===== src/rtl/wpm_pkg.sv =====
// Shared constants for the wildcard pattern matcher.
package wpm_pkg;

  localparam int unsigned MAX_PATTERN_DEF = 16;

  localparam int unsigned OP_W    = 2;
  localparam int unsigned SYM_W   = 8;
  localparam int unsigned COUNT_W = 16;

  localparam logic [OP_W-1:0] OP_APPEND = 2'd0;
  localparam logic [OP_W-1:0] OP_BEGIN  = 2'd1;
  localparam logic [OP_W-1:0] OP_TEXT   = 2'd2;
  localparam logic [OP_W-1:0] OP_CLEAR  = 2'd3;

  localparam logic [SYM_W-1:0] STAR_BYTE = 8'h2A;
  localparam logic [SYM_W-1:0] ANY_BYTE  = 8'h3F;

  localparam logic [COUNT_W-1:0] COUNT_MAX = 16'hFFFF;

endpackage


===== src/rtl/wpm_in_if.sv =====
// Request channel carrying one matcher operation and its byte.
interface wpm_in_if;
  logic                            valid;
  logic                            ready;
  logic [wpm_pkg::OP_W-1:0]        operation;
  logic [wpm_pkg::SYM_W-1:0]       symbol;

  modport source (output valid, output operation, output symbol, input ready);
  modport sink   (input valid, input operation, input symbol, output ready);
endinterface


===== src/rtl/wpm_out_if.sv =====
// Result channel carrying the match status after each request.
interface wpm_out_if;
  logic                            valid;
  logic                            ready;
  logic                            matched;
  logic [wpm_pkg::COUNT_W-1:0]     text_length;
  logic                            overflow;

  modport source (output valid, output matched, output text_length, output overflow,
                  input ready);
  modport sink   (input valid, input matched, input text_length, input overflow,
                  output ready);
endinterface


===== src/rtl/wpm_step.sv =====
// Shared cell that computes one match bit for one pattern position.
module wpm_step (
  input  logic                       is_text,
  input  logic [wpm_pkg::SYM_W-1:0]  pat,
  input  logic [wpm_pkg::SYM_W-1:0]  sym,
  input  logic                       prev_new,
  input  logic                       old_here,
  input  logic                       old_prev,
  output logic                       bit_new
);

  logic is_star;
  logic hit;

  assign is_star = (pat == wpm_pkg::STAR_BYTE);
  assign hit     = (pat == wpm_pkg::ANY_BYTE) || (pat == sym);

  always_comb begin
    priority if (!is_text) begin
      bit_new = is_star && prev_new;
    end else if (is_star) begin
      bit_new = prev_new || old_here;
    end else if (hit) begin
      bit_new = old_prev;
    end else begin
      bit_new = 1'b0;
    end
  end

endmodule


===== src/rtl/wildcard_pattern_match_core.sv =====
// Wildcard pattern matcher top level: sequencer, pattern store and match column.
// Each request (append, begin, clear or text byte) is answered by one result. After a
// request is accepted the block is busy in its start, sweep and finish states and
// takes no new request until idle again. The stored pattern length is 0 to MaxPattern;
// one shared cell walks the match column one pattern position per cycle, fed by the
// pattern store's single registered read port. A waiting result does not hold up the
// next request unless a second result is ready before the first one has been taken.
module wildcard_pattern_match_core #(
  parameter int unsigned MaxPattern = wpm_pkg::MAX_PATTERN_DEF
) (
  input logic       clk,
  input logic       rst_n,
  wpm_in_if.sink    in_chan,
  wpm_out_if.source out_chan
);

  localparam int unsigned LW = $clog2(MaxPattern + 1);
  localparam int unsigned AW = (MaxPattern > 1) ? $clog2(MaxPattern) : 1;

  localparam logic [1:0] S_IDLE  = 2'd0;
  localparam logic [1:0] S_START = 2'd1;
  localparam logic [1:0] S_RUN   = 2'd2;
  localparam logic [1:0] S_FIN   = 2'd3;

  logic [1:0]                    state_r, state_nxt;
  logic [wpm_pkg::OP_W-1:0]      op_r;
  logic [wpm_pkg::SYM_W-1:0]     sym_r;
  logic [LW-1:0]                 len_r;
  logic [LW-1:0]                 idx_r, idx_nxt;
  logic [LW-1:0]                 pos;
  logic [MaxPattern:0]           col_r, col_nxt;
  logic                          prev_old_r, prev_old_nxt;
  logic [wpm_pkg::COUNT_W-1:0]   cnt_r, cnt_nxt;
  logic                          ov_r;
  logic [wpm_pkg::SYM_W-1:0]     mem [MaxPattern];
  logic [wpm_pkg::SYM_W-1:0]     rd_data_r;
  logic                          out_valid_r;
  logic                          out_matched_r;
  logic [wpm_pkg::COUNT_W-1:0]   out_len_r;
  logic                          out_ov_r;
  logic                          accept;
  logic                          full;
  logic                          load_out;
  logic                          bit_new;

  assign in_chan.ready        = (state_r == S_IDLE);
  assign accept               = in_chan.valid && in_chan.ready;
  assign full                 = (len_r == LW'(MaxPattern));
  assign load_out             = (state_r == S_FIN) && (!out_valid_r || out_chan.ready);
  assign pos                  = idx_r + LW'(1);

  assign out_chan.valid       = out_valid_r;
  assign out_chan.matched     = out_matched_r;
  assign out_chan.text_length = out_len_r;
  assign out_chan.overflow    = out_ov_r;

  wpm_step u_step (
    .is_text  (op_r == wpm_pkg::OP_TEXT),
    .pat      (rd_data_r),
    .sym      (sym_r),
    .prev_new (col_r[idx_r]),
    .old_here (col_r[pos]),
    .old_prev (prev_old_r),
    .bit_new  (bit_new)
  );

  always_comb begin
    state_nxt    = state_r;
    idx_nxt      = idx_r;
    col_nxt      = col_r;
    prev_old_nxt = prev_old_r;
    cnt_nxt      = cnt_r;
    unique case (state_r)
      S_IDLE: begin
        if (accept) begin
          state_nxt = S_START;
          idx_nxt   = '0;
        end
      end
      S_START: begin
        prev_old_nxt = col_r[0];
        if (op_r == wpm_pkg::OP_TEXT) begin
          col_nxt[0] = 1'b0;
          if (cnt_r != wpm_pkg::COUNT_MAX) begin
            cnt_nxt = cnt_r + wpm_pkg::COUNT_W'(1);
          end
        end else begin
          col_nxt    = '0;
          col_nxt[0] = 1'b1;
          cnt_nxt    = '0;
        end
        state_nxt = (len_r == '0) ? S_FIN : S_RUN;
      end
      S_RUN: begin
        col_nxt[pos] = bit_new;
        prev_old_nxt = col_r[pos];
        idx_nxt      = pos;
        if (pos == len_r) begin
          state_nxt = S_FIN;
        end
      end
      S_FIN: begin
        if (load_out) begin
          state_nxt = S_IDLE;
        end
      end
      default: begin
        state_nxt = S_IDLE;
      end
    endcase
  end

  always_ff @(posedge clk) begin
    if (!rst_n) begin
      state_r     <= S_IDLE;
      len_r       <= '0;
      col_r       <= {{MaxPattern{1'b0}}, 1'b1};
      cnt_r       <= '0;
      ov_r        <= 1'b0;
      out_valid_r <= 1'b0;
      idx_r       <= '0;
      prev_old_r  <= 1'b0;
    end else begin
      state_r    <= state_nxt;
      idx_r      <= idx_nxt;
      col_r      <= col_nxt;
      prev_old_r <= prev_old_nxt;
      cnt_r      <= cnt_nxt;
      if (accept) begin
        if (in_chan.operation == wpm_pkg::OP_APPEND) begin
          if (full) begin
            ov_r <= 1'b1;
          end else begin
            len_r <= len_r + LW'(1);
          end
        end else if (in_chan.operation == wpm_pkg::OP_CLEAR) begin
          len_r <= '0;
        end
      end
      if (load_out) begin
        out_valid_r <= 1'b1;
      end else if (out_chan.ready) begin
        out_valid_r <= 1'b0;
      end
    end
  end

  always_ff @(posedge clk) begin
    if (accept) begin
      op_r  <= in_chan.operation;
      sym_r <= in_chan.symbol;
    end
    if (load_out) begin
      out_matched_r <= col_r[len_r];
      out_len_r     <= cnt_r;
      out_ov_r      <= ov_r;
    end
  end

  // The pattern store is read one position ahead of the sweep.
  always_ff @(posedge clk) begin
    if (accept && (in_chan.operation == wpm_pkg::OP_APPEND) && !full) begin
      mem[len_r[AW-1:0]] <= in_chan.symbol;
    end
    rd_data_r <= mem[idx_nxt[AW-1:0]];
  end

  a_len_bound: assert property (@(posedge clk) disable iff (!rst_n)
    len_r <= LW'(MaxPattern))
    else $error("pattern length exceeds the store");

  a_run_index: assert property (@(posedge clk) disable iff (!rst_n)
    (state_r == S_RUN) |-> (idx_r < len_r))
    else $error("sweep index ran past the pattern length");

  a_accept_start: assert property (@(posedge clk) disable iff (!rst_n)
    accept |=> (state_r == S_START))
    else $error("accepted request did not start the sweep");

  a_ov_sticky: assert property (@(posedge clk) disable iff (!rst_n)
    ov_r |=> ov_r)
    else $error("overflow flag cleared without reset");

  a_out_drain: assert property (@(posedge clk) disable iff (!rst_n)
    (out_valid_r && out_chan.ready && !load_out) |=> !out_valid_r)
    else $error("taken result was presented again");

endmodule

===== src/flat_wrapper.sv =====
// flat-port wrapper written by rule: the top's interface ports become plain ports
module wildcard_pattern_match_core_flat 
#(
  parameter int unsigned MaxPattern = wpm_pkg::MAX_PATTERN_DEF
)
  (clk, rst_n, in_chan_valid, in_chan_operation, in_chan_symbol, in_chan_ready, out_chan_valid, out_chan_matched, out_chan_text_length, out_chan_overflow, out_chan_ready);
  wpm_in_if in_chan_i ();
  wpm_out_if out_chan_i ();
  input logic clk;
  input logic rst_n;
  input wire logic [$bits(in_chan_i.valid)-1:0] in_chan_valid;
  input wire logic [$bits(in_chan_i.operation)-1:0] in_chan_operation;
  input wire logic [$bits(in_chan_i.symbol)-1:0] in_chan_symbol;
  output wire logic [$bits(in_chan_i.ready)-1:0] in_chan_ready;
  output wire logic [$bits(out_chan_i.valid)-1:0] out_chan_valid;
  output wire logic [$bits(out_chan_i.matched)-1:0] out_chan_matched;
  output wire logic [$bits(out_chan_i.text_length)-1:0] out_chan_text_length;
  output wire logic [$bits(out_chan_i.overflow)-1:0] out_chan_overflow;
  input wire logic [$bits(out_chan_i.ready)-1:0] out_chan_ready;
  assign in_chan_i.valid = in_chan_valid;
  assign in_chan_i.operation = in_chan_operation;
  assign in_chan_i.symbol = in_chan_symbol;
  assign in_chan_ready = in_chan_i.ready;
  assign out_chan_valid = out_chan_i.valid;
  assign out_chan_matched = out_chan_i.matched;
  assign out_chan_text_length = out_chan_i.text_length;
  assign out_chan_overflow = out_chan_i.overflow;
  assign out_chan_i.ready = out_chan_ready;
  wildcard_pattern_match_core #(.MaxPattern(MaxPattern)) u_core (.clk(clk), .rst_n(rst_n), .in_chan(in_chan_i), .out_chan(out_chan_i));
endmodule

===== config.mk =====
export PLATFORM = sky130hd
export DESIGN_NAME = wildcard_pattern_match_core_flat
export DESIGN_NICKNAME = d
export VERILOG_FILES = /design/src/rtl/wpm_pkg.sv /design/src/rtl/wpm_in_if.sv /design/src/rtl/wpm_out_if.sv /design/src/rtl/wpm_step.sv /design/src/rtl/wildcard_pattern_match_core.sv /design/src/flat_wrapper.sv
export SDC_FILE = /design/constraint.sdc
export NUM_CORES = 1
export LEC_CHECK = 0
export BUFFER_PORTS_ARGS = -buffer_cell sky130_fd_sc_hd__buf_2
export CAP_MARGIN = 10
export CORE_MARGIN = 2
export CORE_UTILIZATION = 46
export CTS_BUF_LIST = sky130_fd_sc_hd__clkbuf_2
export DETAILED_ROUTE_END_ITERATION = 8
export PLACE_DENSITY = 0.72
export SLEW_MARGIN = 20
export SYNTH_ARGS = -nofsm -noshare
export SYNTH_HDL_FRONTEND = slang
export SYNTH_SLANG_ARGS = --single-unit
export TNS_END_PERCENT = 50

===== constraint.sdc =====
create_clock -name clk -period 3.6 [get_ports clk]
set_input_delay 0 -clock clk [delete_from_list [all_inputs] [get_ports clk]]
set_output_delay 0 -clock clk [all_outputs]
set_load 0.005 [all_outputs]

==> impl_metrics.csv, run 1 <==
group,metric,value,unit
setup_path,regToRegEndpoint,"u_core.col_r[10]",
die,pin_count,34,
layout,fin_util,52.3,%
setup_path,endpoint_kind,"flip-flop",
setup_path,rr_startpoint,"u_core.idx_r[0]",
synth,ys_dominant_reg_cell,"edfxtp_1",
setup_path,category_of_the_worst_setup_path_launch_point,"flip-flop",
routing,remaining_drcs,0,
die,floorplan.die.height,150,um
sta,final_hold_viol_count,0,
power_and_ir_drop,share_of_power_burned_in_registers,49.4,%
sta,finalWorstSetupSlack,0.577,ns
die,total_die_area,0.0225,mm2
synth,yosys_warnings,0,
global_route,grt_overflow,0,
place,finalWeightedCongestion,0.823,
power_and_ir_drop,netSwitchingFraction,31.9,%
setup_path,timing_worst_setup_path_type,"flip-flop to flip-flop",
power_and_ir_drop,power.share.combinational,23.7,%
routing,dr.pass1.iters,5,
synth,synth.lib_cells_used.distinct,62,
routing,initialDrtViolationCount,398,
routing,post_route_antenna_net_violation_count,0,
setup_path,worst_ep_arrival_time,3.67,ns
layout,layout_common_cells,"156 x edfxtp_1, 133 x mux2i_1, 76 x clkbuf_2",
clocking,ctsLongestPathBuffers,3,
global_route,antenna_violations_before_repair,1,
place,port-buffer-count,33,
synth,syn_inst,743,
routing,routed-via-count,6368,
sta,timing.final.setup_violations,0,
sta,max_freq,0.331,GHz
synth,synth_enable_flop_cells,156,
synth,synth.net_count,770,
min_path,holdPathStages,5,
global_route,grt_max_degree,34,
min_path,min_to,"u_core.out_chan.valid",
place,detailedPlacementHpwl,13200,um
min_path,hold_path_startpoint,"out_chan_ready",
layout,layout.nets,851,
global_route,gr-usage-all-layers,19.4,%
synth,avgSynthCellArea,13.2,um2
sta,timing.slew.headroom,39.8,%
setup_path,crit_required,4.25,ns
global_route,first_global_vias,6160,
run_status,run_status,"finished clean",
synth,synth_seq_cells,212,
clocking,tritoncts_num_sinks,212,
die,std_cell_rows,53,
sta,worst_pin_slew,0.897,ns
die,core_area,0.0210,mm2
power_and_ir_drop,clkPwrFrac,26.9,%
setup_path,reg2reg_setup_slack,0.58,ns
layout,fraction_of_layout_cells_with_a_size_suffix_above_1,18.2,%
routing,detail_route.wirelength,21100,um
clocking,clk_pin_slew_worst_paths,0.10,ns
synth,post_synth_instance_area,0.00981,mm2
setup_path,timing.critical_path.fanout_max,15,
place,place_worst_setup_slack,0.707,ns
sta,worst_clock_skew,0.0577,ns
die,initial_core_util,46.8,%
power_and_ir_drop,p_int,0.00396,W
clocking,htree_num_levels,2,
global_route,grt_first_pass_wirelength,33500,um
layout,layout_commonest_cell,"edfxtp_1",
clocking,clock_latency,0.80,ns
power_and_ir_drop,power.static_leakage,4.39,nW
place,dp.cells,1029,
synth,synth.yosys.seq_area_share,59.2,%
layout,layout_overhead_on_the_synthesized_area,11.7,%
die,die_w,150,um
clocking,tritoncts.num_buffers,50,
sta,aggregate_negative_setup_slack,0,ns
sta,rsz0062_at_grt,"no",
clocking,cts_tree,"done",
run,timing.max_cap.violations,0,
routing,vias_per_cell,5.58,
power_and_ir_drop,design_power,0.00582,W
setup_path,reg2reg_depth,8,
layout,layout.filler_cells,1858,
synth,synthArstFlopShare,0,%
power_and_ir_drop,vdd_drop_max,261,uV
routing,wl_per_cell,18.5,um
power_and_ir_drop,power.density_cell_area,531,mW/mm2
sta,final.period_utilization,84.0,%
sta,shortest_period_the_worst_path_allows,3.02,ns
power_and_ir_drop,netSwitchingPower,0.00186,W
clocking,cts_root_buffer,"clkbuf_2",
layout,finalNonFillerCells,1142,
sta,slew_violations,0,
min_path,min-delay-path-class,"input port to flip-flop",
-- registers in the layout, summed over array words and instances (netlist names), 2 cells and up --
name and count:
u_core.mem 128, u_core.out_chan.text_length 16, u_core.len_r 5, u_core.state_r 2
u_core.op_r 2, u_core.idx_r 5, u_core.rd_data_r 8, u_core.col_r 17
u_core.sym_r 8, u_core.cnt_r 16
-- critical path: stages (launching register included) --
cell      delay, ns
dfxtp_1        0.36
buf_4          0.28
ha_1           0.52
and2_1         0.24
nand2_1        0.10
o32a_1         0.37
o221ai_4       0.47
o21ai_1        0.28
a211oi_1       0.28
-- cells by family (layout without fill, tap and decap cells) --
kind of cell,Yosys count,in the layout,share of synthesized area (%)
fa+ha+maj,13,13,1.66
flops,212,212,59.2
mux,146,146,16.3
other cells,0,1,0
buf+inv,58,181,2.79
compound gates,97,97,7.67
xor+xnor,35,35,3.26
simple gates,182,182,9.15
-- metal layers --
| metal | track usage, % | vias to the layer above | wire length [um] |
|---|---|---|---|
| li1 | - | 3005 | - |
| met1 | 25.8 | 3108 | 9190 |
| met2 | 31.5 | 216 | 10100 |
| met3 | 4.48 | 39 | 1310 |
| met4 | 6.42 | 0 | 465 |
| met5 | 0 | - | 0 |
-- what timing repair did --
item	in CTS	in global routing
setup buffers	0	0
gates resized for setup	0	0
hold buffers	18	0
hold endpoints to repair	251	0
-- through the flow --
| step | area (um2) | hold slack, ns |
|---|---|---|
| after floorplan | 9810 | 0.0989 |
| final | 11000 | 0.100 |
| after CTS | 11000 | 0.0124 |
| after detailed placement | 10300 | 0.266 |
| after global placement | 10300 | 0.265 |
| after global routing | 11000 | 0.0708 |
-- area by class of cell --
cell class	count	area, um2	area share, %
sequential	212	5810	52.9
timing repair buffer	72	515	4.70
clock buffer	76	380	3.47
antenna	1	2.50	0.0228
inverter	15	56.3	0.513
multi-input combinational	473	3760	34.3
tap	275	344	3.14
clock inverter	18	101	0.924
-- worst max path at each step --
| stage | from | to | depth (start not counted) |
|---|---|---|---|
| after CTS | u_core.idx_r[0] | u_core.col_r[10] | 7 |
| after global placement | u_core.idx_r[0] | u_core.col_r[11] | 7 |
| after global routing | u_core.idx_r[0] | u_core.col_r[10] | 7 |
| final | u_core.idx_r[0] | u_core.col_r[10] | 8 |
| after floorplan | u_core.idx_r[1] | u_core.col_r[3] | 11 |
| after detailed placement | u_core.idx_r[0] | u_core.col_r[10] | 7 |
-- power by group through the flow --
stage	Clock [W]	Combinational, W	Sequential (W)
6_report	0.00156	0.00138	0.00287
5_1_grt	0.00174	0.00150	0.00289
4_1_cts	0.00161	0.00138	0.00287
3_5_place_dp	0	0.00136	0.00292
3_3_place_gp	0	0.00135	0.00293
2_1_floorplan	0	0.000997	0.00291
-- cells in the mapped netlist, types with 2 or more instances --
library cell  instances  area [um2]
o211a_1               6        60.1
buf_4                 5        37.5
buf_2                15        75.1
dfxtp_1              56        1120
nor3_1               28         140
nand3_1              15        75.1
a21o_1                2        15.0
buf_1                 2        7.51
o21a_1                3        22.5
a21boi_0              2        15.0
and3b_1               2        17.5
and2_1                7        43.8
mux4_2               11         248
nand2b_1              5        31.3
a21oi_1              17        85.1
clkbuf_1             18        67.6
a211oi_1              6        45.0
o21ai_0               4        20.0
edfxtp_1            156        4680
and3_1                9        56.3
xor2_1               22         193
o311a_1               3        30.0
nor2b_1               8        50.1
a22oi_1               5        37.5
o211ai_1             13        97.6
mux2i_1             134        1340
nor2_1               59         221
nand4_1               7        43.8
o2111ai_1             5        43.8
nand2_1              26        97.6
o21ai_1               6        30.0
and4_1                3        26.3
buf_6                 2        22.5
ha_1                 13         163
nand3b_1              4        30.0
inv_1                14        52.6
a31oi_1               7        43.8
nor4_1                2        12.5
xnor2_1              12         105
a311oi_1              6        52.6
or2_1                 2        12.5
(Power assumes the default switching activity.)
==> run 2: changes to the inputs <==
Clock period 3.6 ns to 2.8 ns, I/O delays scaled along.
==> run 2 against run 1 <==
Final cell count increased by 0.88%. Utilization increased by 0.82 points. Total power increased by 32%. Fmax increased by 14%. Sequential cell count unchanged. Sequential share of layout area decreased by 0.81 points. Critical endpoint is now u_core.col_r[15]. Largest cell class unchanged. Largest power group unchanged. Highest routed layer unchanged.
==> impl_metrics.csv, run 2 (synthesized netlist as in run 1, its figures left out) <==
group,metric,value,unit
run_status,run_status,"finished clean",
global_route,gr-usage-all-layers,19.1,%
setup_path,worst_ep_arrival_time,3.36,ns
run,timing.max_cap.violations,0,
setup_path,worstSetupStartpoint,"u_core.idx_r[1]",
layout,layout_common_cells,"156 x edfxtp_1, 133 x mux2i_1, 79 x clkbuf_2",
setup_path,cp_top_family,"compound AO/OA/AOI/OAI gates",
setup_path,critical_path_cell_by_cell,"inv_1, ha_1, mux2i_1, mux4_2, o221ai_4, o21ai_1, a211oi_1",
layout,layout.nets,864,
clocking,cts_tree,"done",
sta,aggregate_negative_setup_slack,0,ns
routing,remaining_drcs,0,
global_route,grt_overflow,0,
power_and_ir_drop,power.share.combinational,24.5,%
routing,routed-via-count,6460,
clocking,htree_num_levels,2,
sta,rsz0062_at_grt,"no",
power_and_ir_drop,power.density_cell_area,688,mW/mm2
die,floorplan.die.height,150,um
setup_path,critical_path.slowest_cell,"ha_1",
setup_path,timing.critical_path.fanout_max,11,
layout,layout_commonest_cell,"edfxtp_1",
sta,fin_hold_ws,0.0791,ns
place,port-buffer-count,33,
min_path,min-delay-path-class,"input port to flip-flop",
clocking,clk_pin_slew_worst_paths,0.10,ns
setup_path,category_of_the_worst_setup_path_launch_point,"flip-flop",
die,die_w,150,um
routing,detail_route.wirelength,20800,um
routing,wl_per_cell,18.1,um
clocking,clock_latency,0.82,ns
global_route,grt_max_degree,23,
sta,slew_violations,0,
sta,timing.slew.headroom,41.0,%
power_and_ir_drop,netSwitchingPower,0.00237,W
setup_path,crit_required,3.51,ns
setup_path,reg2reg_setup_slack,0.14,ns
power_and_ir_drop,share_of_power_burned_in_registers,48.1,%
sta,shortest_period_the_worst_path_allows,2.66,ns
setup_path,timing_worst_setup_path_type,"flip-flop to flip-flop",
min_path,hold_path_startpoint,"rst_n",
power_and_ir_drop,clkPwrFrac,27.4,%
layout,fraction_of_layout_cells_with_a_size_suffix_above_1,19.9,%
setup_path,critical_path.n_buffers_inverters,1,
setup_path,worst_path_largest_cell_delay,0.61,ns
layout,layout_overhead_on_the_synthesized_area,13.5,%
clocking,ctsLongestPathBuffers,3,
clocking,cts_root_buffer,"clkbuf_2",
power_and_ir_drop,p_int,0.00528,W
place,finalWeightedCongestion,0.856,
sta,worst_clock_skew,0.0520,ns
place,detailedPlacementHpwl,13400,um
die,pin_count,34,
routing,vias_per_cell,5.61,
die,initial_core_util,46.8,%
min_path,min_to,"u_core.len_r[1]",
global_route,grt_first_pass_wirelength,32900,um
sta,final.period_utilization,94.8,%
global_route,antenna_violations_before_repair,1,
clocking,post_cts_setup_inserts,0,
layout,largest_reg_flops,128,
sta,max_freq,0.377,GHz
setup_path,rr_startpoint,"u_core.idx_r[1]",
routing,dr.pass1.iters,4,
routing,post_route_antenna_net_violation_count,0,
clocking,tritoncts.num_buffers,49,
die,core_area,0.0210,mm2
global_route,first_global_vias,6273,
setup_path,reg2reg_depth,7,
power_and_ir_drop,vdd_drop_max,267,uV
sta,final_hold_viol_count,0,
power_and_ir_drop,power.static_leakage,4.49,nW
die,total_die_area,0.0225,mm2
routing,initialDrtViolationCount,446,
layout,layout.filler_cells,1805,
setup_path,regToRegEndpoint,"u_core.col_r[15]",
die,std_cell_rows,53,
power_and_ir_drop,netSwitchingFraction,31.0,%
setup_path,endpoint_kind,"flip-flop",
sta,timing.final.setup_violations,0,
sta,worst_pin_slew,0.882,ns
clocking,tritoncts_num_sinks,212,
min_path,holdPathStages,3,
setup_path,worst_path_depth,7,
run 2: worst reg2reg max path, cell delays in order (launching register included):
cell	delay, ns
dfxtp_1	0.37
inv_1	0.08
ha_1	0.61
mux2i_1	0.14
mux4_2	0.52
o221ai_4	0.34
o21ai_1	0.24
a211oi_1	0.26
run 2: final cells by class:
type | instances | area, um2 | share of cell area (%)
Multi-Input combinational cell | 473 | 3760 | 33.8
Clock buffer | 79 | 395 | 3.55
Sequential cell | 212 | 5810 | 52.1
Timing Repair Buffer | 86 | 673 | 6.04
Inverter | 15 | 56.3 | 0.506
Clock inverter | 11 | 98.8 | 0.888
Tap cell | 275 | 344 | 3.09
Antenna cell | 1 | 2.50 | 0.0225
run 2: what timing repair did:
item / CTS / global route
gates resized for setup: 0 / 2
endpoints found under the setup margin: 0 / 6
hold endpoints to repair: 216 / 0
hold buffers: 19 / 0
run 2: per-layer routing:
metal / wire, um / vias up / global-route usage (%)
met5: 0 / - / 0
met2: 10200 / 181 / 31.5
li1: - / 3035 / -
met1: 9100 / 3206 / 24.6
met4: 524 / 0 / 7.31
met3: 1020 / 38 / 3.99
run 2: worst max-delay path by stage:
stage	end	slack [ns]
6_report	u_core.col_r[15]	0.14
2_1_floorplan	u_core.col_r[3]	0.32
3_5_place_dp	u_core.col_r[15]	0.17
3_3_place_gp	u_core.col_r[13]	0.24
4_1_cts	u_core.col_r[15]	0.13
5_1_grt	u_core.col_r[15]	0.01
run 2: through the flow:
stage	cell area (um2)	cells	utilization [%]	total power, W	setup WS [ns]
after floorplan	9810	743	-	0.00502	0.322
after global placement	10400	1042	49.8	0.00556	0.237
after detailed placement	10400	1042	49.8	0.00560	0.174
after CTS	11100	1151	53.1	0.00772	0.134
after global routing	11100	1152	53.1	0.00806	0.0142
final	11100	1152	53.1	0.00766	0.144
run 2: power by group through the flow:
| stage | logic (W) | registers, W | clock network (W) |
|---|---|---|---|
| floorplan | 0.00128 | 0.00374 | 0 |
| global placement | 0.00181 | 0.00375 | 0 |
| detailed placement | 0.00185 | 0.00376 | 0 |
| CTS | 0.00187 | 0.00368 | 0.00217 |
| global route | 0.00202 | 0.00371 | 0.00232 |
| finish | 0.00187 | 0.00369 | 0.00210 |
